==> config.mk <==
export PLATFORM = sky130hd
export DESIGN_NAME = fraction_accumulator_flat
export DESIGN_NICKNAME = d
export VERILOG_FILES = /design/src/hdl/fa_pkg.sv /design/src/hdl/fa_if.sv /design/src/hdl/fa_divider.sv /design/src/hdl/fa_datapath.sv /design/src/hdl/fa_ctrl.sv /design/src/hdl/fraction_accumulator.sv /design/src/flat_wrapper.sv
export SDC_FILE = /design/constraint.sdc
export NUM_CORES = 2
export LEC_CHECK = 0
export BUFFER_PORTS_ARGS = -buffer_cell sky130_fd_sc_hd__buf_2
export CAP_MARGIN = 20
export CORE_MARGIN = 4
export CORE_UTILIZATION = 25
export DETAILED_ROUTE_END_ITERATION = 8
export PLACE_DENSITY = 0.46
export SLEW_MARGIN = 10
export SYNTH_ARGS = -nofsm -noshare
export SYNTH_HDL_FRONTEND = slang
export SYNTH_HIERARCHICAL = 1
export SYNTH_SLANG_ARGS = --single-unit
==> constraint.sdc <==
create_clock -name i_clk -period 13.9 [get_ports i_clk]
set_input_delay 2.78 -clock i_clk [delete_from_list [all_inputs] [get_ports i_clk]]
set_output_delay 2.78 -clock i_clk [all_outputs]
set_load 0.05 [all_outputs]
==> src/hdl/fa_pkg.sv <==
// shared types and constants for the fraction accumulator
`default_nettype none
package fa_pkg;
    localparam int unsigned DataWidth = 32;
    localparam int unsigned ReqWidth  = 2;

    localparam logic [ReqWidth-1:0] ReqLoad = 2'd0;
    localparam logic [ReqWidth-1:0] ReqAdd  = 2'd1;
    localparam logic [ReqWidth-1:0] ReqMul  = 2'd2;

    // datapath operations issued by the controller
    localparam logic [2:0] OpNone    = 3'd0;
    localparam logic [2:0] OpLoad    = 3'd1;
    localparam logic [2:0] OpMulA    = 3'd2;
    localparam logic [2:0] OpMulB    = 3'd3;
    localparam logic [2:0] OpSum     = 3'd4;
    localparam logic [2:0] OpGcdInit = 3'd5;
    localparam logic [2:0] OpDivInit = 3'd6;

    typedef struct packed {
        logic [2:0]          op;
        logic [ReqWidth-1:0] req;
        logic                gcd_start;
        logic                div_start;
        logic                div_commit;
        logic                commit;
    } t_cmd;

    typedef struct packed {
        logic reducible;
        logic gcd_busy;
        logic div_busy;
        logic gcd_big;
    } t_status;
endpackage
`default_nettype wire

==> src/hdl/fa_if.sv <==
// valid/ready channel interfaces for request and result transactions
`default_nettype none
interface fa_req_if;
    logic                           valid;
    logic                           ready;
    logic [fa_pkg::ReqWidth-1:0]    req_type;
    logic signed [fa_pkg::DataWidth-1:0] num_in;
    logic signed [fa_pkg::DataWidth-1:0] den_in;
    modport source (output valid, req_type, num_in, den_in, input ready);
    modport sink   (input valid, req_type, num_in, den_in, output ready);
endinterface

interface fa_res_if;
    logic                           valid;
    logic                           ready;
    logic signed [fa_pkg::DataWidth-1:0] num_out;
    logic signed [fa_pkg::DataWidth-1:0] den_out;
    modport source (output valid, num_out, den_out, input ready);
    modport sink   (input valid, num_out, den_out, output ready);
endinterface
`default_nettype wire

==> src/hdl/fa_divider.sv <==
// radix-2 restoring divider, one quotient bit per cycle
`default_nettype none
module fa_divider (
    input  wire logic                          i_clk,
    input  wire logic                          i_rst_n,
    input  wire logic                          i_start,
    input  wire logic [fa_pkg::DataWidth-1:0]  i_dividend,
    input  wire logic [fa_pkg::DataWidth-1:0]  i_divisor,
    output logic                               o_busy,
    output logic [fa_pkg::DataWidth-1:0]       o_quot,
    output logic [fa_pkg::DataWidth-1:0]       o_rem
);
    localparam int unsigned W = fa_pkg::DataWidth;
    localparam int unsigned CW = $clog2(W + 1);

    logic [W-1:0]  r_quot, r_rem, r_div;
    logic [CW-1:0] r_cnt;
    logic          r_busy;
    logic [W:0]    w_trial;
    logic [W:0]    w_diff;

    // shift in next dividend bit and try to subtract
    assign w_trial = {r_rem, r_quot[W-1]};
    assign w_diff  = w_trial - {1'b0, r_div};

    always_ff @(posedge i_clk) begin
        if (!i_rst_n) begin
            r_busy <= 1'b0;
            r_cnt  <= '0;
        end else if (i_start) begin
            r_busy <= 1'b1;
            r_cnt  <= CW'(W);
        end else if (r_busy) begin
            r_cnt <= r_cnt - 1'b1;
            if (r_cnt == CW'(1)) begin
                r_busy <= 1'b0;
            end
        end
    end

    always_ff @(posedge i_clk) begin
        if (i_start) begin
            r_quot <= i_dividend;
            r_rem  <= '0;
            r_div  <= i_divisor;
        end else if (r_busy) begin
            if (!w_diff[W]) begin
                r_rem  <= w_diff[W-1:0];
                r_quot <= {r_quot[W-2:0], 1'b1};
            end else begin
                r_rem  <= w_trial[W-1:0];
                r_quot <= {r_quot[W-2:0], 1'b0};
            end
        end
    end

    assign o_busy = r_busy;
    assign o_quot = r_quot;
    assign o_rem  = r_rem;
endmodule
`default_nettype wire

==> src/hdl/fa_datapath.sv <==
// fraction registers, shared multiplier, gcd loop and divider
`default_nettype none
module fa_datapath (
    input  wire logic                          i_clk,
    input  wire logic                          i_rst_n,
    input  wire fa_pkg::t_cmd                  i_cmd,
    input  wire logic [fa_pkg::DataWidth-1:0]  i_num,
    input  wire logic [fa_pkg::DataWidth-1:0]  i_den,
    output fa_pkg::t_status                    o_status,
    output logic [fa_pkg::DataWidth-1:0]       o_num,
    output logic [fa_pkg::DataWidth-1:0]       o_den
);
    localparam int unsigned W = fa_pkg::DataWidth;

    logic [W-1:0] r_hn, r_hd;       // held fraction
    logic [W-1:0] r_on, r_od;       // operand
    logic [W-1:0] r_tn, r_td;       // candidate fraction
    logic [W-1:0] r_p0, r_p1;       // products
    logic [W-1:0] r_ga, r_gb;       // euclid pair
    logic         r_div_den;        // divider phase: 0 numerator, 1 denominator
    logic [W-1:0] w_ma, w_mb, w_prod;
    logic         w_div_busy;
    logic [W-1:0] w_quot, w_rem, w_dvd;

    // one shared 32x32 multiplier, low half kept
    always_comb begin
        case (i_cmd.op)
            fa_pkg::OpMulA: begin
                w_ma = r_hn;
                w_mb = (i_cmd.req == fa_pkg::ReqMul) ? r_on : r_od;
            end
            fa_pkg::OpMulB: begin
                w_ma = (i_cmd.req == fa_pkg::ReqMul) ? r_hd : r_on;
                w_mb = (i_cmd.req == fa_pkg::ReqMul) ? r_od : r_hd;
            end
            default: begin
                w_ma = r_hd;
                w_mb = r_od;
            end
        endcase
    end
    assign w_prod = W'(w_ma * w_mb);

    assign w_dvd = r_div_den ? r_td : r_tn;

    fa_divider u_div (
        .i_clk      (i_clk),
        .i_rst_n    (i_rst_n),
        .i_start    (i_cmd.gcd_start | i_cmd.div_start),
        .i_dividend (i_cmd.gcd_start ? r_ga : w_dvd),
        .i_divisor  (i_cmd.gcd_start ? r_gb : r_ga),
        .o_busy     (w_div_busy),
        .o_quot     (w_quot),
        .o_rem      (w_rem)
    );

    // operand, candidate, product and euclid pair registers
    always_ff @(posedge i_clk) begin
        case (i_cmd.op)
            fa_pkg::OpLoad: begin
                r_on <= i_num;
                r_od <= i_den;
                r_tn <= i_num;
                r_td <= i_den;
            end
            fa_pkg::OpMulA: r_p0 <= w_prod;
            fa_pkg::OpMulB: r_p1 <= w_prod;
            fa_pkg::OpSum: begin
                r_tn <= (i_cmd.req == fa_pkg::ReqMul) ? r_p0 : r_p0 + r_p1;
                r_td <= (i_cmd.req == fa_pkg::ReqMul) ? r_p1 : w_prod;
            end
            fa_pkg::OpGcdInit: begin
                r_ga <= r_tn;
                r_gb <= r_td;
            end
            fa_pkg::OpDivInit: r_div_den <= 1'b0;
            default: ;
        endcase
        // division result write-back, or one euclid step when the remainder is ready
        if (i_cmd.div_commit) begin
            if (r_div_den) begin
                r_td <= w_quot;
            end else begin
                r_tn      <= w_quot;
                r_div_den <= 1'b1;
            end
        end else if (i_cmd.gcd_start == 1'b0 && i_cmd.op == fa_pkg::OpNone
                     && !w_div_busy && o_status.gcd_busy) begin
            r_ga <= r_gb;
            r_gb <= w_rem;
        end
    end

    // held fraction
    always_ff @(posedge i_clk) begin
        if (!i_rst_n) begin
            r_hn <= '0;
            r_hd <= W'(1);
        end else if (i_cmd.commit) begin
            r_hn <= r_tn;
            r_hd <= r_td;
        end
    end

    assign o_status.reducible = !r_tn[W-1] && (r_tn >= W'(2))
                                && !r_td[W-1] && (r_td >= W'(2));
    assign o_status.div_busy  = w_div_busy;
    assign o_status.gcd_busy  = (r_gb != '0);
    assign o_status.gcd_big   = (r_ga >= W'(2));
    assign o_num = r_hn;
    assign o_den = r_hd;
endmodule
`default_nettype wire

==> src/hdl/fa_ctrl.sv <==
// request sequencer: arithmetic, gcd loop, division and result hand-off
`default_nettype none
module fa_ctrl (
    input  wire logic                      i_clk,
    input  wire logic                      i_rst_n,
    fa_req_if.sink                         s_req,
    input  wire logic                      i_res_ready,
    output logic                           o_res_valid,
    input  wire fa_pkg::t_status           i_status,
    output fa_pkg::t_cmd                   o_cmd
);
    localparam logic [3:0] StIdle   = 4'd0;
    localparam logic [3:0] StMulA   = 4'd1;
    localparam logic [3:0] StMulB   = 4'd2;
    localparam logic [3:0] StSum    = 4'd3;
    localparam logic [3:0] StCheck  = 4'd4;
    localparam logic [3:0] StGcdGo  = 4'd5;
    localparam logic [3:0] StGcdW   = 4'd6;
    localparam logic [3:0] StGcdSt  = 4'd7;
    localparam logic [3:0] StDivGo  = 4'd8;
    localparam logic [3:0] StDivW   = 4'd9;
    localparam logic [3:0] StCommit = 4'd10;
    localparam logic [3:0] StOut    = 4'd11;

    logic [3:0]                  r_state, n_state;
    logic [fa_pkg::ReqWidth-1:0] r_req;
    logic                        r_second;
    logic                        w_take;

    assign s_req.ready = (r_state == StIdle);
    assign w_take      = s_req.valid && s_req.ready;
    assign o_res_valid = (r_state == StOut);

    // next state and command decode
    always_comb begin
        n_state = r_state;
        o_cmd   = '0;
        o_cmd.req = r_req;
        case (r_state)
            StIdle: if (w_take) begin
                if (s_req.req_type == fa_pkg::ReqLoad) begin
                    o_cmd.op = fa_pkg::OpLoad;
                    n_state  = StCheck;
                end else if (s_req.req_type == fa_pkg::ReqAdd
                             || s_req.req_type == fa_pkg::ReqMul) begin
                    o_cmd.op = fa_pkg::OpLoad;
                    n_state  = StMulA;
                end else begin
                    n_state = StOut;
                end
            end
            StMulA: begin o_cmd.op = fa_pkg::OpMulA; n_state = StMulB; end
            StMulB: begin o_cmd.op = fa_pkg::OpMulB; n_state = StSum;  end
            StSum:  begin o_cmd.op = fa_pkg::OpSum;  n_state = StCheck; end
            StCheck: begin
                if (i_status.reducible) begin
                    o_cmd.op = fa_pkg::OpGcdInit;
                    n_state  = StGcdSt;
                end else begin
                    n_state = StCommit;
                end
            end
            StGcdSt: begin
                if (i_status.gcd_busy) begin
                    o_cmd.gcd_start = 1'b1;
                    n_state = StGcdW;
                end else if (i_status.gcd_big) begin
                    o_cmd.op = fa_pkg::OpDivInit;
                    n_state  = StDivGo;
                end else begin
                    n_state = StCommit;
                end
            end
            StGcdW: if (!i_status.div_busy) begin
                n_state = StGcdSt;   // datapath swaps pair this cycle
            end
            StDivGo: begin o_cmd.div_start = 1'b1; n_state = StDivW; end
            StDivW: if (!i_status.div_busy) begin
                o_cmd.div_commit = 1'b1;
                n_state = r_second ? StCommit : StDivGo;
            end
            StCommit: begin o_cmd.commit = 1'b1; n_state = StOut; end
            StOut: if (i_res_ready) begin n_state = StIdle; end
            default: n_state = StIdle;
        endcase
    end

    always_ff @(posedge i_clk) begin
        if (!i_rst_n) begin
            r_state  <= StIdle;
            r_req    <= fa_pkg::ReqLoad;
            r_second <= 1'b0;
        end else begin
            r_state <= n_state;
            if (w_take) r_req <= s_req.req_type;
            if (o_cmd.op == fa_pkg::OpDivInit) r_second <= 1'b0;
            else if (o_cmd.div_commit) r_second <= 1'b1;
        end
    end

    a_ready_idle: assert property (@(posedge i_clk) disable iff (!i_rst_n)
        s_req.ready |-> !o_res_valid) else $error("ready while result pending");
    a_hold: assert property (@(posedge i_clk) disable iff (!i_rst_n)
        o_res_valid && !i_res_ready |=> o_res_valid) else $error("result dropped");
    a_commit: assert property (@(posedge i_clk) disable iff (!i_rst_n)
        o_cmd.commit |=> o_res_valid) else $error("commit without result");
endmodule
`default_nettype wire

==> src/hdl/fraction_accumulator.sv <==
// top level of the fraction accumulator
// Usage: a request transaction on s_req carries req_type (0 load, 1 add,
// 2 multiply, 3 read back) and an operand fraction num_in/den_in. One
// result transaction on m_res returns the new held fraction, reduced by
// the gcd of both parts when both are at least two.
// One request is in flight at a time; s_req.ready is high only when idle,
// so the next request is taken at the earliest in the cycle after the result
// transaction.
// A read back goes straight to the result, a load passes the reduction check
// and commit, and add or multiply first take two multiply steps and a sum.
// With reduction each Euclid step runs one division on the shared
// bit-serial divider, plus two divisions when the gcd is at least two.
// The radix-2 divider, one bit per cycle, dominates the time of a reduction.
// Reset (synchronous, active low) sets the held fraction to 0/1.
// When the receiver stalls, the result stays on m_res and no new request
// is taken until it is accepted.
`default_nettype none
module fraction_accumulator (
    input  wire logic i_clk,
    input  wire logic i_rst_n,
    fa_req_if.sink    s_req,
    fa_res_if.source  m_res
);
    fa_pkg::t_cmd    w_cmd;
    fa_pkg::t_status w_status;
    logic [fa_pkg::DataWidth-1:0] w_num, w_den;

    fa_ctrl u_ctrl (
        .i_clk       (i_clk),
        .i_rst_n     (i_rst_n),
        .s_req       (s_req),
        .i_res_ready (m_res.ready),
        .o_res_valid (m_res.valid),
        .i_status    (w_status),
        .o_cmd       (w_cmd)
    );

    fa_datapath u_dp (
        .i_clk    (i_clk),
        .i_rst_n  (i_rst_n),
        .i_cmd    (w_cmd),
        .i_num    (s_req.num_in),
        .i_den    (s_req.den_in),
        .o_status (w_status),
        .o_num    (w_num),
        .o_den    (w_den)
    );

    assign m_res.num_out = w_num;
    assign m_res.den_out = w_den;
endmodule
`default_nettype wire

==> src/flat_wrapper.sv <==
// flat-port wrapper written by rule: the top's interface ports become plain ports
module fraction_accumulator_flat 
  (i_clk, i_rst_n, s_req_valid, s_req_req_type, s_req_num_in, s_req_den_in, s_req_ready, m_res_valid, m_res_num_out, m_res_den_out, m_res_ready);
  fa_req_if s_req_i ();
  fa_res_if m_res_i ();
  input  wire logic i_clk;
  input  wire logic i_rst_n;
  input wire logic [$bits(s_req_i.valid)-1:0] s_req_valid;
  input wire logic [$bits(s_req_i.req_type)-1:0] s_req_req_type;
  input wire logic [$bits(s_req_i.num_in)-1:0] s_req_num_in;
  input wire logic [$bits(s_req_i.den_in)-1:0] s_req_den_in;
  output wire logic [$bits(s_req_i.ready)-1:0] s_req_ready;
  output wire logic [$bits(m_res_i.valid)-1:0] m_res_valid;
  output wire logic [$bits(m_res_i.num_out)-1:0] m_res_num_out;
  output wire logic [$bits(m_res_i.den_out)-1:0] m_res_den_out;
  input wire logic [$bits(m_res_i.ready)-1:0] m_res_ready;
  assign s_req_i.valid = s_req_valid;
  assign s_req_i.req_type = s_req_req_type;
  assign s_req_i.num_in = s_req_num_in;
  assign s_req_i.den_in = s_req_den_in;
  assign s_req_ready = s_req_i.ready;
  assign m_res_valid = m_res_i.valid;
  assign m_res_num_out = m_res_i.num_out;
  assign m_res_den_out = m_res_i.den_out;
  assign m_res_i.ready = m_res_ready;
  fraction_accumulator u_core (.i_clk(i_clk), .i_rst_n(i_rst_n), .s_req(s_req_i), .m_res(m_res_i));
endmodule
Word level (Yosys, flattened, before mapping)
Index checks and enable logic that the tools add are counted.
{"block": "totals", "out_inout_bits": 66, "regBits": 431, "elab_cells": 131, "in_bits": 70}
{"block": "classes", "n_lt_le_gt_ge": 3, "bitwise": 3, "reduce_logical": 19, "n_addsub": 3, "eq_ne": 24, "mux": 58, "n_mul": 1}
{"operator": "32-bit 2-to-1 mux", "n": 21}
{"operator": "32-bit case mux with 2 select lines", "n": 4}
{"operator": "32-bit by 2-bit greater-or-equal comparator with 1-bit output (second input constant)", "n": 3}
{"operator": "4-bit case mux with 11 select lines", "n": 1}
{"operator": "33-bit by 32-bit subtractor with 33-bit output", "n": 1}
{"operator": "32-bit adder", "n": 1}
{"operator": "32-bit by 32-bit multiplier with 32-bit output", "n": 1}
{"operator": "4-bit 2-to-1 mux", "n": 8}
{"operator": "32-bit nonzero test", "n": 1}
{"operator": "3-bit case mux with 6 select lines", "n": 1}
{"operator": "4-bit == test (second input constant)", "n": 4}
{"operator": "1-bit 2-to-1 mux", "n": 16}
{"operator": "4-bit by 3-bit == test with 1-bit output (second input constant)", "n": 3}
{"operator": "6-bit 2-to-1 mux", "n": 2}
{"operator": "3-bit == test (second input constant)", "n": 3}
{"operator": "3-bit 2-to-1 mux", "n": 3}
{"operator": "4-bit by 2-bit == test with 1-bit output (second input constant)", "n": 2}
{"operator": "1-bit logical AND", "n": 7}
{"operator": "3-bit by 2-bit == test with 1-bit output (second input constant)", "n": 2}
{"operator": "6-bit by 1-bit == test with 1-bit output (second input constant)", "n": 1}
{"operator": "6-bit by 1-bit subtractor with 6-bit output (second input constant)", "n": 1}
{"operator": "2-bit == test (second input constant)", "n": 2}
{"operator": "4-bit by 1-bit == test with 1-bit output (second input constant)", "n": 1}
{"operator": "4-bit zero test", "n": 1}
{"operator": "other kinds (14)", "n": 21}

Logic depth before layout (Yosys ltp)
{"block": "logic_depth", "depth_word": 13, "ltp_mapped": 45, "ltp_nobuf": 40}

Hierarchy
The synthesis kept the hierarchy.
{"mod": "fa_datapath", "seq_area_each_um2": 7707.4, "area_per_inst_um2": 32447.4, "cells_per_inst": 3554, "n_inst": 1}
{"mod": "fa_divider", "seq_area_each_um2": 2702.6, "area_per_inst_um2": 5992.0, "cells_per_inst": 589, "n_inst": 1}
{"mod": "fa_ctrl", "seq_area_each_um2": 140.1, "area_per_inst_um2": 654.4, "cells_per_inst": 86, "n_inst": 1}

Worst setup path before layout
No wires, ideal clock.
{"block": "synth_path", "path_type": "input to register", "startpoint": "input port s_req_req_type[1]", "endpoint": "register u_core.u_dp.r_p0[28] (data pin)", "cell_stages": 37, "arrival_ns": 11.101, "setup_ns": 0.268, "n_path_buf": 7, "setup_slack_ns": 2.531, "t_required_ns": 13.632, "cell_sequence": "nand2_1 > a21oi_1 > nor4b_1 > buf_2 > clkbuf_1 > buf_2 > buf_2 > buf_2 > buf_1 > a221o_1 > clkbuf_1 > nor2_1 > fa_1 > inv_1 > fa_1 > fa_1 > fa_1 > inv_1 > fa_1 > inv_1 > fa_1 > inv_1 > fa_1 > inv_1 > fa_1 > inv_1 > ha_1 > a21o_1 > a21oi_1 > nor2b_1 > o21ai_0 > nand2b_1 > a41oi_1 > o21ai_0 > a41oi_1 > nor2b_1 > xnor2_1"}
{"item": "from (decl)", "line": "flat_wrapper.sv:9", "source": "input wire logic [$bits(s_req_i.req_type)-1:0] s_req_req_type;"}
{"item": "to (signal assigned)", "line": "fa_datapath.sv:66", "source": "fa_pkg::OpMulA: r_p0 <= w_prod;"}
{"item": "to (decl)", "line": "fa_datapath.sv:18", "source": "logic [W-1:0] r_p0, r_p1;"}

==> results.md <==
* CTS Buf Count at 51
* Total Routing Usage GR at 0.190
* Clk buf depth at 3
* CTS tree: built
* Mapped cell area at 39100 um2
* Die Y at 403 um
* Pre-antenna DRT Iters at 6
* Core ar. at 155000 um2
* Die width at 403 um
* Status: finished clean
* Resize count post-CTS at 0
* Post-synth top area share at 0.210
* Cts hold-fix bufs at 0
* Area of the multi-input gates at 25800 um2
* DR iter-0 viols at 2844
* Fin. Hold Viols at 0
* CP max FO at 51
* CTS clk-pin slew, worst paths at 0.07 ns
* Post-synth ARST share at 0
* Max Freq at 0.0813 GHz
* Yosys reg bits at 431
* Vias per cell at 5.06
* Top FF cell, synth: dfxtp_1
* Total die area at 163000 um2
* Detailed Place HPWL at 124 mm
* Setup tns final at 0 ns
* Clk root buf: clkbuf_16
* WL/cell at 24.8 um
* Setup-failing EPs final at 0
* Critical Path AT at 12.69 ns
* Cells after Synth at 4229
* Worst hold path class: reg2reg
* Num rows at 144
* I/O Buffers at 135
* Routed Antenna Nets at 0
* Clock sinks at 431
* Cell variety after synth at 100
* H-tree levels at 2
* Post-synth EDFFs at 192
* Crit share post-route at 0.885
* Initial antenna violation count at 19
* Synth area leaders: fa_1 21%, edfxtp_1 15%, dfxtp_1 12%
* Worst Tran Pin Value at 1.34 ns
* Worst path max stage delay at 1.05 ns
* First-pass GRT wire length at 230 mm
* Max_slew headroom at 0.106
* Final min period at 12.31 ns
* Sequential-to-total area share from yosys stat at 0.270
* Clk_lat worst skew at 0.64 ns
* Post-layout nets at 4950
* Largest net degree at the start of global routing at 101
* Residual DRC count at 0
* Kind of critical path: in2reg
* Total gr overflow at 0
* Setup bufs post-CTS at 0
* Type of origin of the critical path: input port
* Critical path data required time at 14.28 ns
* Yosys warnings at 6
* Top Ports at 136
* Area delta synth->final at 12.6%
* Crit path top cell by count: fa_1
* RePlAce Congestion at 0.923
* Vias in the first global route at 32400
* Syn_area_per_cell at 9.24 um2
* Layout cells sized above 1 at 0.116
* Area leader, netlist: fa_1
* MaxCap Viol Count at 0
* Routed WL at 158 mm
* Filler cells at 16500
* DR vias at 32300
* Worst setup EP type: flop
* Syn_nets at 4897
* Skew final at 0.0523 ns
* Final max-slew violation count at 0
* Flip-flop and latch area at 10600 um2
* Cell type of the slowest stage on the worst timing path: a22oi_1
* RSZ-0062 raised after global routing: no
* Initial Util at 0.253
area by class of cell:
class | instances | area share
flip-flops and latches | 431 | 0.240
inverters | 508 | 0.0433
well taps | 2044 | 0.0581
diodes | 6 | 0.000341
multi-input cells | 3049 | 0.586
clock buffers | 74 | 0.0337
repair buffers | 241 | 0.0334
clock inverters | 22 | 0.00537
cells in the mapped netlist (all sizes together) (27+ instances only):
library cell / instances
mux2i: 175
mux2: 67
or2: 38
o22ai: 41
xnor2: 79
clkbuf: 180
o22a: 27
a21oi: 246
nor3: 51
nand3: 31
nand2b: 54
a21o: 53
nor2b: 93
a221oi: 58
edfxtp: 192
o21ai: 103
nand2: 348
buf: 61
nor4: 35
fa: 410
xor2: 36
ha: 188
inv: 507
nor2: 535
a31oi: 36
a211oi: 34
dfxtp: 239
metal layers:
layer,track usage,part of all wire,up-vias
met1,0.273,0.46,16500
met2,0.304,0.45,1161
met4,0.0463,0.026,2
li1,-,-,14400
met5,0,0.000082,-
met3,0.0236,0.065,182
sequential cells by signal, summed over array words and instances (netlist names):
| signal | cells |
|---|---|
| u_core/u_dp/o_num | 32 |
| u_core/u_dp/o_den | 32 |
| u_core/u_dp/u_div/o_rem | 32 |
| u_core/u_ctrl/r_second | 1 |
| u_core/u_dp/r_gb | 32 |
| u_core/u_dp/u_div/o_busy | 1 |
| u_core/u_dp/u_div/r_div | 32 |
| u_core/u_dp/r_on | 32 |
| u_core/u_ctrl/r_state | 4 |
| u_core/u_dp/r_div_den | 1 |
| u_core/u_dp/r_ga | 32 |
| u_core/u_dp/r_p0 | 32 |
| u_core/u_dp/r_p1 | 32 |
| u_core/u_dp/u_div/r_cnt | 6 |
| u_core/u_ctrl/r_req | 2 |
| u_core/u_dp/r_tn | 32 |
| u_core/u_dp/r_td | 32 |
| u_core/u_dp/r_od | 32 |
| u_core/u_dp/u_div/o_quot | 32 |
worst max-delay path, delay by kind of cell:
kind,cells,cell delay (ns)
simple gates,7,1.05
fa+ha+maj,9,4.28
compound gates,9,2.91
buf+inv,10,1.50
xor+xnor,1,0.09
logic make-up after synthesis:
group / count (synthesis) / synth area share
AO/OA/AOI/OAI: 805 / 0.141
XOR/XNOR: 124 / 0.0309
adder cells (fa/ha/maj): 598 / 0.270
buffers and inverters: 749 / 0.0750
flip-flops: 431 / 0.270
multiplexers: 242 / 0.0641
AND/OR/NAND/NOR: 1280 / 0.149
final timing paths:
| check | startpoint | to | slack (ns) | cells past startpoint |
|---|---|---|---|---|
| hold reg to reg | u_core/u_dp/u_div/r_cnt[0]$_SDFFE_PP0P_ | u_core/u_dp/u_div/r_cnt[0]$_SDFFE_PP0P_ | 0.49 | 2 |
| setup reg to reg | u_core/u_dp/r_tn[16]$_DFF_P_ | u_core/u_dp/r_p1[28]$_DFFE_PN_ | 1.74 | 39 |
| setup / recovery | s_req_req_type[1] | u_core/u_dp/r_p1[28]$_DFFE_PN_ | 1.59 | 36 |
| hold / removal | u_core/u_dp/u_div/r_cnt[0]$_SDFFE_PP0P_ | u_core/u_dp/u_div/r_cnt[0]$_SDFFE_PP0P_ | 0.49 | 2 |
through the flow:
stage / hold WS, ns / std cells / util / setup slack, ns / instance area, um2
5_1_grt: 0.505 / 6370 / 0.284 / 1.20 / 44000
4_1_cts: 0.497 / 6369 / 0.284 / 1.80 / 44000
3_5_place_dp: 0.488 / 6273 / 0.273 / 1.15 / 42300
2_1_floorplan: 0.463 / 4229 / - / 2.53 / 39100
6_report: 0.493 / 6375 / 0.284 / 1.59 / 44000
3_3_place_gp: 0.481 / 6273 / 0.273 / 1.14 / 42300
cell usage in the layout, fill, tap and decap left out, types with 54 or more instances in the layout:
cell type  instances
buf_2            135
nand2_1          346
o21ai_0           97
inv_1            507
xnor2_1           79
mux2_2            67
mux2i_1          175
edfxtp_1         192
buf_4            106
a21oi_1          239
fa_1             410
nor2_1           530
ha_1             188
nor2b_1           91
a221oi_1          54
dfxtp_1          237
Power is not shown: default switching activity piles up to over one toggle a cycle in this logic, so the estimate is an artifact.
